## config.mk

```make
export PLATFORM = sky130hd
export DESIGN_NAME = key_value_line_parser
export DESIGN_NICKNAME = d
export VERILOG_FILES = /design/src/rtl/kvlp_pkg.sv /design/src/rtl/kvlp_step.sv /design/src/rtl/key_value_line_parser.sv
export SDC_FILE = /design/constraint.sdc
export NUM_CORES = 1
export LEC_CHECK = 0
export ABC_CLOCK_PERIOD_IN_PS = 4300
export BUFFER_PORTS_ARGS = -buffer_cell sky130_fd_sc_hd__buf_2
export CAP_MARGIN = 20
export CORE_UTILIZATION = 30
export CTS_BUF_LIST = sky130_fd_sc_hd__clkbuf_8
export CTS_CLUSTER_DIAMETER = 40
export DETAILED_ROUTE_END_ITERATION = 10
export GPL_TIMING_DRIVEN = 0
export PLACE_DENSITY = 0.5
export SYNTH_ARGS = -nofsm -noshare
export SYNTH_HDL_FRONTEND = slang
export SYNTH_HIERARCHICAL = 1
export SYNTH_SLANG_ARGS = --single-unit
```

## constraint.sdc

```tcl
create_clock -name clk -period 4.3 [get_ports clk]
set_input_delay 0.215 -clock clk [delete_from_list [all_inputs] [get_ports clk]]
set_output_delay 0.215 -clock clk [all_outputs]
set_load 0.05 [all_outputs]
```

## src/rtl/kvlp_pkg.sv

```systemverilog
// Shared codes, character constants and the step result type of the line parser.
package kvlp_pkg;

  // Parse modes
  localparam logic [2:0] M_START  = 3'd0;
  localparam logic [2:0] M_KEY    = 3'd1;
  localparam logic [2:0] M_EQUAL  = 3'd2;
  localparam logic [2:0] M_NUMBER = 3'd3;
  localparam logic [2:0] M_STRING = 3'd4;
  localparam logic [2:0] M_CLOSED = 3'd5;
  localparam logic [2:0] M_DROP   = 3'd6;

  // Result kinds
  localparam logic [1:0] KIND_KEY    = 2'd0;
  localparam logic [1:0] KIND_VALUE  = 2'd1;
  localparam logic [1:0] KIND_STATUS = 2'd2;

  // Line status codes
  localparam logic [3:0] ST_EMPTY   = 4'd0;
  localparam logic [3:0] ST_STRING  = 4'd1;
  localparam logic [3:0] ST_NUMBER  = 4'd2;
  localparam logic [3:0] ST_QUOTE   = 4'd3;
  localparam logic [3:0] ST_EQUAL   = 4'd4;
  localparam logic [3:0] ST_DIGIT   = 4'd5;
  localparam logic [3:0] ST_DATA    = 4'd6;
  localparam logic [3:0] ST_NOKEY   = 4'd7;
  localparam logic [3:0] ST_NOVALUE = 4'd8;
  localparam logic [3:0] ST_UNTERM  = 4'd9;
  localparam logic [3:0] ST_KEYLONG = 4'd10;
  localparam logic [3:0] ST_VALLONG = 4'd11;

  // Characters with a special meaning
  localparam logic [7:0] CH_NUL   = 8'h00;
  localparam logic [7:0] CH_TAB   = 8'h09;
  localparam logic [7:0] CH_LF    = 8'h0A;
  localparam logic [7:0] CH_SPACE = 8'h20;
  localparam logic [7:0] CH_QUOTE = 8'h22;
  localparam logic [7:0] CH_HASH  = 8'h23;
  localparam logic [7:0] CH_DOT   = 8'h2E;
  localparam logic [7:0] CH_EQUAL = 8'h3D;
  localparam logic [7:0] CH_UNDER = 8'h5F;

  // Result of one parse step
  typedef struct packed {
    logic       emit;
    logic [1:0] kind;
    logic [7:0] ch;
    logic [3:0] status;
  } step_res_t;

endpackage

```

## src/rtl/kvlp_step.sv

```systemverilog
// Per-byte decode and next-state logic of the line parser.
module kvlp_step #(
  parameter int KEY_MAX_CHARS   = 63,
  parameter int VALUE_MAX_CHARS = 63,
  localparam int KCW = ($clog2(KEY_MAX_CHARS + 1) > 6) ? $clog2(KEY_MAX_CHARS + 1) : 6,
  localparam int VCW = ($clog2(VALUE_MAX_CHARS + 1) > 6) ? $clog2(VALUE_MAX_CHARS + 1) : 6
) (
  input  logic [7:0]        byte_in,
  input  logic [2:0]        mode,
  input  logic [KCW-1:0]    kcnt,
  input  logic [VCW-1:0]    vcnt,
  input  logic              cmt,
  output logic [2:0]        mode_nxt,
  output logic [KCW-1:0]    kcnt_nxt,
  output logic [VCW-1:0]    vcnt_nxt,
  output logic              cmt_nxt,
  output kvlp_pkg::step_res_t res
);
  import kvlp_pkg::*;

  logic       instr;
  logic       is_word;
  logic       is_digit;
  logic       do_key;
  logic       do_value;
  logic       do_fail;
  logic [3:0] fail_code;
  logic [3:0] end_code;

  // Classify the byte
  assign instr    = (mode == M_STRING);
  assign is_digit = (byte_in >= 8'h30) && (byte_in <= 8'h39);
  assign is_word  = ((byte_in >= 8'h61) && (byte_in <= 8'h7A)) ||
                    ((byte_in >= 8'h41) && (byte_in <= 8'h5A)) ||
                    (byte_in == CH_DOT) || (byte_in == CH_UNDER);

  // Judge the line at its end
  always_comb begin
    if (mode == M_START) begin
      end_code = ST_EMPTY;
    end else if (kcnt == '0) begin
      end_code = ST_NOKEY;
    end else if (vcnt == '0) begin
      end_code = ST_NOVALUE;
    end else if (mode == M_NUMBER) begin
      end_code = ST_NUMBER;
    end else if (mode == M_CLOSED) begin
      end_code = ST_STRING;
    end else begin
      end_code = ST_UNTERM;
    end
  end

  // Advance the mode and pick the result
  always_comb begin
    mode_nxt  = mode;
    kcnt_nxt  = kcnt;
    vcnt_nxt  = vcnt;
    cmt_nxt   = cmt;
    res       = '{emit: 1'b0, kind: KIND_STATUS, ch: 8'h00, status: ST_EMPTY};
    do_key    = 1'b0;
    do_value  = 1'b0;
    do_fail   = 1'b0;
    fail_code = ST_EMPTY;

    if ((byte_in == CH_LF) || (byte_in == CH_NUL)) begin
      // Close the line: report unless already reported, then clear
      if (mode != M_DROP) begin
        res.emit   = 1'b1;
        res.status = end_code;
      end
      mode_nxt = M_START;
      kcnt_nxt = '0;
      vcnt_nxt = '0;
      cmt_nxt  = 1'b0;
    end else if ((mode != M_DROP) && !cmt) begin
      if (byte_in == CH_HASH) begin
        if (instr) do_value = 1'b1;
        else cmt_nxt = 1'b1;
      end else if ((byte_in == CH_SPACE) || (byte_in == CH_TAB)) begin
        if (instr) do_value = 1'b1;
      end else if (byte_in == CH_QUOTE) begin
        if (instr) begin
          mode_nxt = M_CLOSED;
        end else if (mode == M_EQUAL) begin
          mode_nxt = M_STRING;
        end else begin
          do_fail   = 1'b1;
          fail_code = ST_QUOTE;
        end
      end else if (byte_in == CH_EQUAL) begin
        if (mode == M_KEY) begin
          mode_nxt = M_EQUAL;
        end else if (instr) begin
          do_value = 1'b1;
        end else begin
          do_fail   = 1'b1;
          fail_code = ST_EQUAL;
        end
      end else if (is_digit) begin
        if (mode == M_EQUAL) begin
          mode_nxt = M_NUMBER;
          do_value = 1'b1;
        end else if ((mode == M_NUMBER) || instr) begin
          do_value = 1'b1;
        end else begin
          do_fail   = 1'b1;
          fail_code = ST_DIGIT;
        end
      end else if (is_word) begin
        if (mode == M_START) begin
          mode_nxt = M_KEY;
          do_key   = 1'b1;
        end else if (mode == M_KEY) begin
          do_key = 1'b1;
        end else if (instr) begin
          do_value = 1'b1;
        end else begin
          do_fail   = 1'b1;
          fail_code = ST_DATA;
        end
      end

      // Take a key character or flag an overlong key
      if (do_key) begin
        if (kcnt >= KCW'(KEY_MAX_CHARS)) begin
          do_fail   = 1'b1;
          fail_code = ST_KEYLONG;
        end else begin
          kcnt_nxt = kcnt + KCW'(1);
          res.emit = 1'b1;
          res.kind = KIND_KEY;
          res.ch   = byte_in;
        end
      end

      // Take a value character or flag an overlong value
      if (do_value) begin
        if (vcnt >= VCW'(VALUE_MAX_CHARS)) begin
          do_fail   = 1'b1;
          fail_code = ST_VALLONG;
        end else begin
          vcnt_nxt = vcnt + VCW'(1);
          res.emit = 1'b1;
          res.kind = KIND_VALUE;
          res.ch   = byte_in;
        end
      end

      // Report the error now and drop the rest of the line
      if (do_fail) begin
        mode_nxt   = M_DROP;
        res.emit   = 1'b1;
        res.status = fail_code;
      end
    end
  end

endmodule

```

## src/rtl/key_value_line_parser.sv

```systemverilog
// Top level of the streaming key = value line parser.
// One text byte is taken per request and at most one result comes back for it: a key
// character, a value character, or the line status. The block sustains one byte per
// cycle unless the output stalls; a byte is registered on entry, decoded and parsed
// in the next cycle against the mode and length counters, and its result is
// registered on the output. The input stalls only while a byte that yields a result
// waits behind a stalled output. Bytes that produce no result still pass through the
// parse cycle. Line feed and NUL end a line; an error is reported as soon as it is seen,
// after which the rest of the line yields nothing. Lengths are reported in their low
// six bits; a status carries the counts gathered on the line up to that point.
module key_value_line_parser #(
  parameter int KEY_MAX_CHARS   = 63,
  parameter int VALUE_MAX_CHARS = 63
) (
  input  logic       clk,
  input  logic       rst_n,
  input  logic       in_valid,
  output logic       in_stall,
  input  logic [7:0] in_text_byte,
  output logic       out_valid,
  input  logic       out_stall,
  output logic [1:0] out_item_kind,
  output logic [7:0] out_char_out,
  output logic [3:0] out_line_status,
  output logic [5:0] out_key_length,
  output logic [5:0] out_value_length
);
  import kvlp_pkg::*;

  localparam int KCW = ($clog2(KEY_MAX_CHARS + 1) > 6) ? $clog2(KEY_MAX_CHARS + 1) : 6;
  localparam int VCW = ($clog2(VALUE_MAX_CHARS + 1) > 6) ? $clog2(VALUE_MAX_CHARS + 1) : 6;

  logic           s1_valid_r;
  logic [7:0]     s1_byte_r;
  logic [2:0]     mode_r;
  logic [2:0]     mode_nxt;
  logic [KCW-1:0] kcnt_r;
  logic [KCW-1:0] kcnt_nxt;
  logic [VCW-1:0] vcnt_r;
  logic [VCW-1:0] vcnt_nxt;
  logic           cmt_r;
  logic           cmt_nxt;
  step_res_t      res;
  logic           out_valid_r;
  logic [1:0]     out_kind_r;
  logic [7:0]     out_ch_r;
  logic [3:0]     out_status_r;
  logic [5:0]     out_klen_r;
  logic [5:0]     out_vlen_r;
  logic           out_free;
  logic           s1_adv;
  logic           in_take;

  kvlp_step #(
    .KEY_MAX_CHARS  (KEY_MAX_CHARS),
    .VALUE_MAX_CHARS(VALUE_MAX_CHARS)
  ) u_step (
    .byte_in (s1_byte_r),
    .mode    (mode_r),
    .kcnt    (kcnt_r),
    .vcnt    (vcnt_r),
    .cmt     (cmt_r),
    .mode_nxt(mode_nxt),
    .kcnt_nxt(kcnt_nxt),
    .vcnt_nxt(vcnt_nxt),
    .cmt_nxt (cmt_nxt),
    .res     (res)
  );

  // Advance the held byte when its result has room or it yields none
  assign out_free = !out_valid_r || !out_stall;
  assign s1_adv   = s1_valid_r && (!res.emit || out_free);
  assign in_stall = s1_valid_r && !s1_adv;
  assign in_take  = in_valid && !in_stall;

  // Input register
  always_ff @(posedge clk) begin
    if (!rst_n) begin
      s1_valid_r <= 1'b0;
    end else if (in_take) begin
      s1_valid_r <= 1'b1;
    end else if (s1_adv) begin
      s1_valid_r <= 1'b0;
    end
  end

  always_ff @(posedge clk) begin
    if (in_take) begin
      s1_byte_r <= in_text_byte;
    end
  end

  // Parser state
  always_ff @(posedge clk) begin
    if (!rst_n) begin
      mode_r <= M_START;
      kcnt_r <= '0;
      vcnt_r <= '0;
      cmt_r  <= 1'b0;
    end else if (s1_adv) begin
      mode_r <= mode_nxt;
      kcnt_r <= kcnt_nxt;
      vcnt_r <= vcnt_nxt;
      cmt_r  <= cmt_nxt;
    end
  end

  // Result register
  always_ff @(posedge clk) begin
    if (!rst_n) begin
      out_valid_r <= 1'b0;
    end else if (s1_adv && res.emit) begin
      out_valid_r <= 1'b1;
    end else if (!out_stall) begin
      out_valid_r <= 1'b0;
    end
  end

  // Hold status counts at their values before the line end clears them
  always_ff @(posedge clk) begin
    if (s1_adv && res.emit) begin
      out_kind_r   <= res.kind;
      out_ch_r     <= res.ch;
      out_status_r <= res.status;
      out_klen_r   <= (res.kind == KIND_STATUS) ? kcnt_r[5:0] : kcnt_nxt[5:0];
      out_vlen_r   <= (res.kind == KIND_STATUS) ? vcnt_r[5:0] : vcnt_nxt[5:0];
    end
  end

  // Drive the result ports from the result register
  assign out_valid        = out_valid_r;
  assign out_item_kind    = out_kind_r;
  assign out_char_out     = out_ch_r;
  assign out_line_status  = out_status_r;
  assign out_key_length   = out_klen_r;
  assign out_value_length = out_vlen_r;

`ifndef SYNTH
  // A status result carries no character
  a_status_no_char: assert property (@(posedge clk) disable iff (!rst_n)
    out_valid && (out_item_kind == KIND_STATUS) |-> out_char_out == 8'h00)
    else $error("status result with a character");

  // Key characters come before any value character
  a_key_no_value: assert property (@(posedge clk) disable iff (!rst_n)
    out_valid && (out_item_kind == KIND_KEY) |-> out_value_length == 6'd0)
    else $error("key character after value characters");

  // A line end clears the parser state
  a_line_clear: assert property (@(posedge clk) disable iff (!rst_n)
    s1_adv && ((s1_byte_r == CH_LF) || (s1_byte_r == CH_NUL))
    |=> (mode_r == M_START) && (kcnt_r == '0) && (vcnt_r == '0) && !cmt_r)
    else $error("state not cleared at line end");

  // Stall only while a byte waits on a blocked result
  a_stall_cause: assert property (@(posedge clk) disable iff (!rst_n)
    in_stall |-> s1_valid_r && res.emit && out_valid_r && out_stall)
    else $error("input stalled without cause");
`endif

endmodule

```

# Yosys cells after proc, flatten, opt, wreduce, memory -nomap -nowiden
# Index checks and enable logic that the tools add are counted.
# totals
ff_bits	52
latch_bits	0
mem_bits_rw	0
romBits	0
input_bits	12
out_inout_bits	28
word_cells	189
n_memories	0
# classes
n_addsub	2
multipliers	0
div	0
n_lt_le_gt_ge	8
n_eq_ne	22
shift	0
muxes	110
n_bitwise	1
n_reduce_logical	34
# ops
op	count
$mux W4	23
$mux W6	10
$mux W1	53
$mux W3	17
$mux W11	4
$eq A8 B6 Y1 const B	5
$eq A8 B4 Y1 const B	2
$ge A8 B7 Y1 const B	2
$le A8 B7 Y1 const B	2
$mux W15	1
$add A6 B1 Y6 const B	2
$ge A6 B6 Y1 const B	2
$logic_not A6 Y1	2
$reduce_bool A6 Y1	2
$mux W10	1
$ne A5 B3 Y1 const B	2
$reduce_and A9 Y1	1
$eq A8 B7 Y1 const B	1
$ge A8 B6 Y1 const B	1
$le A8 B6 Y1 const B	1
$logic_and A1 B1 Y1	8
$logic_not A8 Y1	1
$logic_or A1 B1 Y1	8
$eq A3 B2 Y1 const B	2
other kinds (15)	24

# Longest topological paths before layout
# depth
word_depth	29
depth_mapped	10
mapped_depth_nobuf	9

# By module
# The synthesis kept the hierarchy.
# by_module_without_submodules
module	n_inst	cells_per_inst	area_per_inst_um2	seq_area_each_um2
key_value_line_parser	1	128	1911.8	1381.3
kvlp_step	1	198	1258.7	0.0

# Worst setup path after synthesis
# No wires, ideal clock.
# synth_path
kind	reg-to-reg
startpoint	register s1_byte_r[4]
endpoint	register s1_byte_r[0] (enable)
setup_time_ps	333
arrival_time_ps	3051
required_time_ps	3967
slack_ps	916
stages_incl_launch_ff	9
path_buffers	0
synth_period_minus_slack_ps	3384
cell_sequence	edfxtp_1 or4_4 or3_4 nor2_8 o21ai_0 a31oi_1 nand2_1 nor2_1 nor2b_1
# synth_rtl
item	line	source
start, declared	key_value_line_parser.sv:34	logic [7:0] s1_byte_r;
start signal, assigned	key_value_line_parser.sv:89	s1_byte_r <= in_text_byte;

==> metrics.md <==
| Metric | Value |
|---|---|
| Wire per inst | ~15 um |
| Largest area contributor in the netlist | edfxtp_1 |
| Vias/cell | a little over 5 |
| First-pass GRT wire length | about 13,000 um |
| GPL Wtd Cong | ~0.91 |
| Lkg Pwr | 1.435 nW |
| I/O pins | 40 |
| Largest net degree at the start of global routing | 27 |
| Buffers on Ports | 38 |
| Status | completed |
| WP data required | roughly 4.2 ns |
| Syn avg cell area | between 9 and 10 um^2 |
| Vias in the first global route | 2,526 |
| Final hold vios | 0 |
| Max clock buf depth | 2 |
| Post-synthesis sequential area ratio | 0.4357 |
| Net switching power figure | approximately 0.23 mW |
| Most frequent cells in the layout | 53 x nand2_1, 45 x buf_2, 34 x edfxtp_1 |
| Register share of total power | 0.588 |
| Layout area overhead | 14.21% |
| Antenna Nets Post-Route | 0 |
| Worst Path Buf+Inv | 0 |
| Crit path DAT | 3.38 ns |
| Pre-CTS WS | 0.8941 ns |
| Slew margin rel. | 0.3722 |
| Slew @ Worst Pin | between 0.9 and 1 ns |
| Crit path from | s1_byte_r[4] |
| Setup tns final | 0 ns |
| Core Rows | 37 |
| Top-area cell type share of the netlist area | 0.3220 |
| Placed insts | 500 |
| Hold Path Class | primary input to flip-flop |
| Layout net count | 387 |
| H-tree levels | 2 |
| Drt first-iter violations | 194 |
| Comb power frac | 0.111 |
| Clk Latency, worst-skew pair | around 0.30 ns |
| Cells after synthesis | 326 |
| CP Depth | 8 |
| Share of cells above drive strength 1 | 0.2231 |
| Post-DP HPWL | approximately 5700 um |
| Top post-synthesis cells by area | edfxtp_1 32%, dfxtp_1 11%, mux2i_1 6.3% |
| CP top delay family | simple AND/OR/NAND/NOR gates |
| Post-route minimum period | 3.439 ns |
| Yosys cell types | 69 |
| Reg2Reg Depth | 8 |
| Clock Sinks | 52 |
| Routed via count | 2,638 |
| Most common cell after layout, fill and taps aside | nand2_1 |
| Fmax | between 200 and 300 MHz |
| Async set-reset flop share out of synthesis | 0 |
| Crit-path cells | or4_1, nor2_1, o211ai_1, a31oi_1, a31oi_1, nand2_1, nor2_1, nor2b_1 |
| WL final | 7755 um |
| Die area | 0.01098 mm^2 |
| Final Cell Area | 0.003621 mm^2 |
| YS warnings | 6 |
| VDD IR max | between 0.00008 and 0.00009 V |
| Ys flop type | edfxtp_1 |
| Crit path capture type | flip-flop |
| CTS clk-pin slew, worst paths | 0.09 ns |
| RSZ-0062 raised after global routing | no |
| Max-cap violations | 0 |
| CTS Buf Count | 5 |
| Die height | approximately 100 um |
| CTS tree | yes |
| Die width | roughly 100 um |
| Final-report setup violation count | 0 |
| ANT cells | 0 |
| Number of post-CTS setup repair buffers | 0 |
| Synth Net Count | 342 |
| CP max stage delay | 0.56 ns |
| Hold_sp | in_text_byte[2] |
| Non-Filler Instances | 508 |
| Power density cells | 257.8 mW/mm^2 |
| Clock power frac | 0.301 |
| Post-synth EDFFs | 34 |
| Seq cells post-synth | 52 |
| Setup crit start kind | flip-flop |
| # DRC | 0 |
| R2r startpoint | s1_byte_r[4] |
| Initial Util | 0.3085 |
| Clk Tree Root Cell | clkbuf_8 |
| Post-CTS Hold Fix Bufs | 0 |
| Setup Skew | 0.005626 ns |
| Synthesized area | 0.003171 mm^2 |
| Core area | 0.01028 mm^2 |
| Slew Limit Fails | 0 |
| Fin crit share | 0.7999 |
| Internal power | roughly 0.7 mW |
| Total gr overflow | 0 |
| Final worst-path setup slack | about 0.86 ns |
| Cell Area, Placed | around 0.0035 mm^2 |
| Net Sw Frac | 0.2453 |
| Antenna violations before repair | 0 |
| Max stage delay cell, worst path | nor2b_1 |
| WHS Path Cells | 1 |
| Drt first pass iters | 8 |
| Max Fanout on Critical Path | 8 |
| Post_cts resized | 0 |
| Power, Total | 0.9336 mW |
| Global-route usage over all layers | 0.1489 |
| CP Class | flip-flop to flip-flop |
## worst paths after layout
check | slack, ns | end
max | 0.86 | s1_byte_r[6]
min | 0.08 | s1_byte_r[2]
max reg2reg | 0.86 | s1_byte_r[6]
min reg2reg | 0.46 | mode_r[1]
## per-layer routing
layer	routed length (um)	track usage	vias to the layer above
li1	-	-	1296
met1	3684	0.2040	1269
met2	3669	0.2394	62
met3	259	0.02121	11
met4	142	0.05131	0
met5	0	0	-
## power by group through the flow
| stage | clock network, mW | registers (mW) | logic (mW) |
|---|---|---|---|
| 2_1_floorplan | 0 | 0.569 | 0.0653 |
| 3_3_place_gp | 0 | 0.560 | 0.104 |
| 3_5_place_dp | 0 | 0.560 | 0.105 |
| 4_1_cts | 0.302 | 0.549 | 0.105 |
| 5_1_grt | 0.319 | 0.550 | 0.114 |
| 6_report | 0.281 | 0.549 | 0.104 |
## flip-flops by register name, summed over array words and instances, names as in the netlist
signal	cells
cmt_r	1
kcnt_r	6
mode_r	3
out_char_out	8
out_item_kind	2
out_key_length	6
out_line_status	4
out_valid	1
out_value_length	6
s1_byte_r	8
s1_valid_r	1
vcnt_r	6
## cell type report
type	count	area [um^2]
plain buffers	16	103.9
clock buffers	6	82.58
clock inverters	2	7.507
fillers	1109	6656
inverters	12	45.04
multi-input cells	246	1640
flip-flops and latches	52	1381
well taps	136	170.2
repair buffers	38	190.2
## kinds of logic after synthesis
logic type,after synthesis,share of synthesized area
AND/OR/NAND/NOR,131,0.2198
AO/OA/AOI/OAI,73,0.1610
flip-flops,52,0.4357
multiplexers,32,0.1058
buffers and inverters,28,0.04696
XOR/XNOR,5,0.01381
adder cells (fa/ha/maj),4,0.01579
other,1,0.001183
## worst reg2reg max path, cell delays in order (launching register included)
cell and delay, ns:
edfxtp_1 0.50, or4_1 0.55, nor2_1 0.16, o211ai_1 0.27, a31oi_1 0.51, a31oi_1 0.29, nand2_1 0.15, nor2_1 0.07
nor2b_1 0.56
## metrics by stage
stage,hold slack (ns),utilization
finish,0.08203,0.3523
global placement,0.3924,0.3436
global route,0.06454,0.3523
CTS,0.06810,0.3523
floorplan,0.3139,-
detailed placement,0.3934,0.3436
## cells in the mapped netlist, drive strengths merged, types with 4 or more instances
master / instances
nand2: 53
edfxtp: 34
o21ai: 23
mux2i: 20
dfxtp: 18
nor2: 17
a21oi: 13
buf: 12
inv: 12
mux2: 12
nand3: 9
nor3: 8
and2: 7
a31oi: 5
nor2b: 5
or3: 5
clkbuf: 4
ha: 4
nor4: 4
o21a: 4
Note: power is estimated with default switching activity, not from simulation.
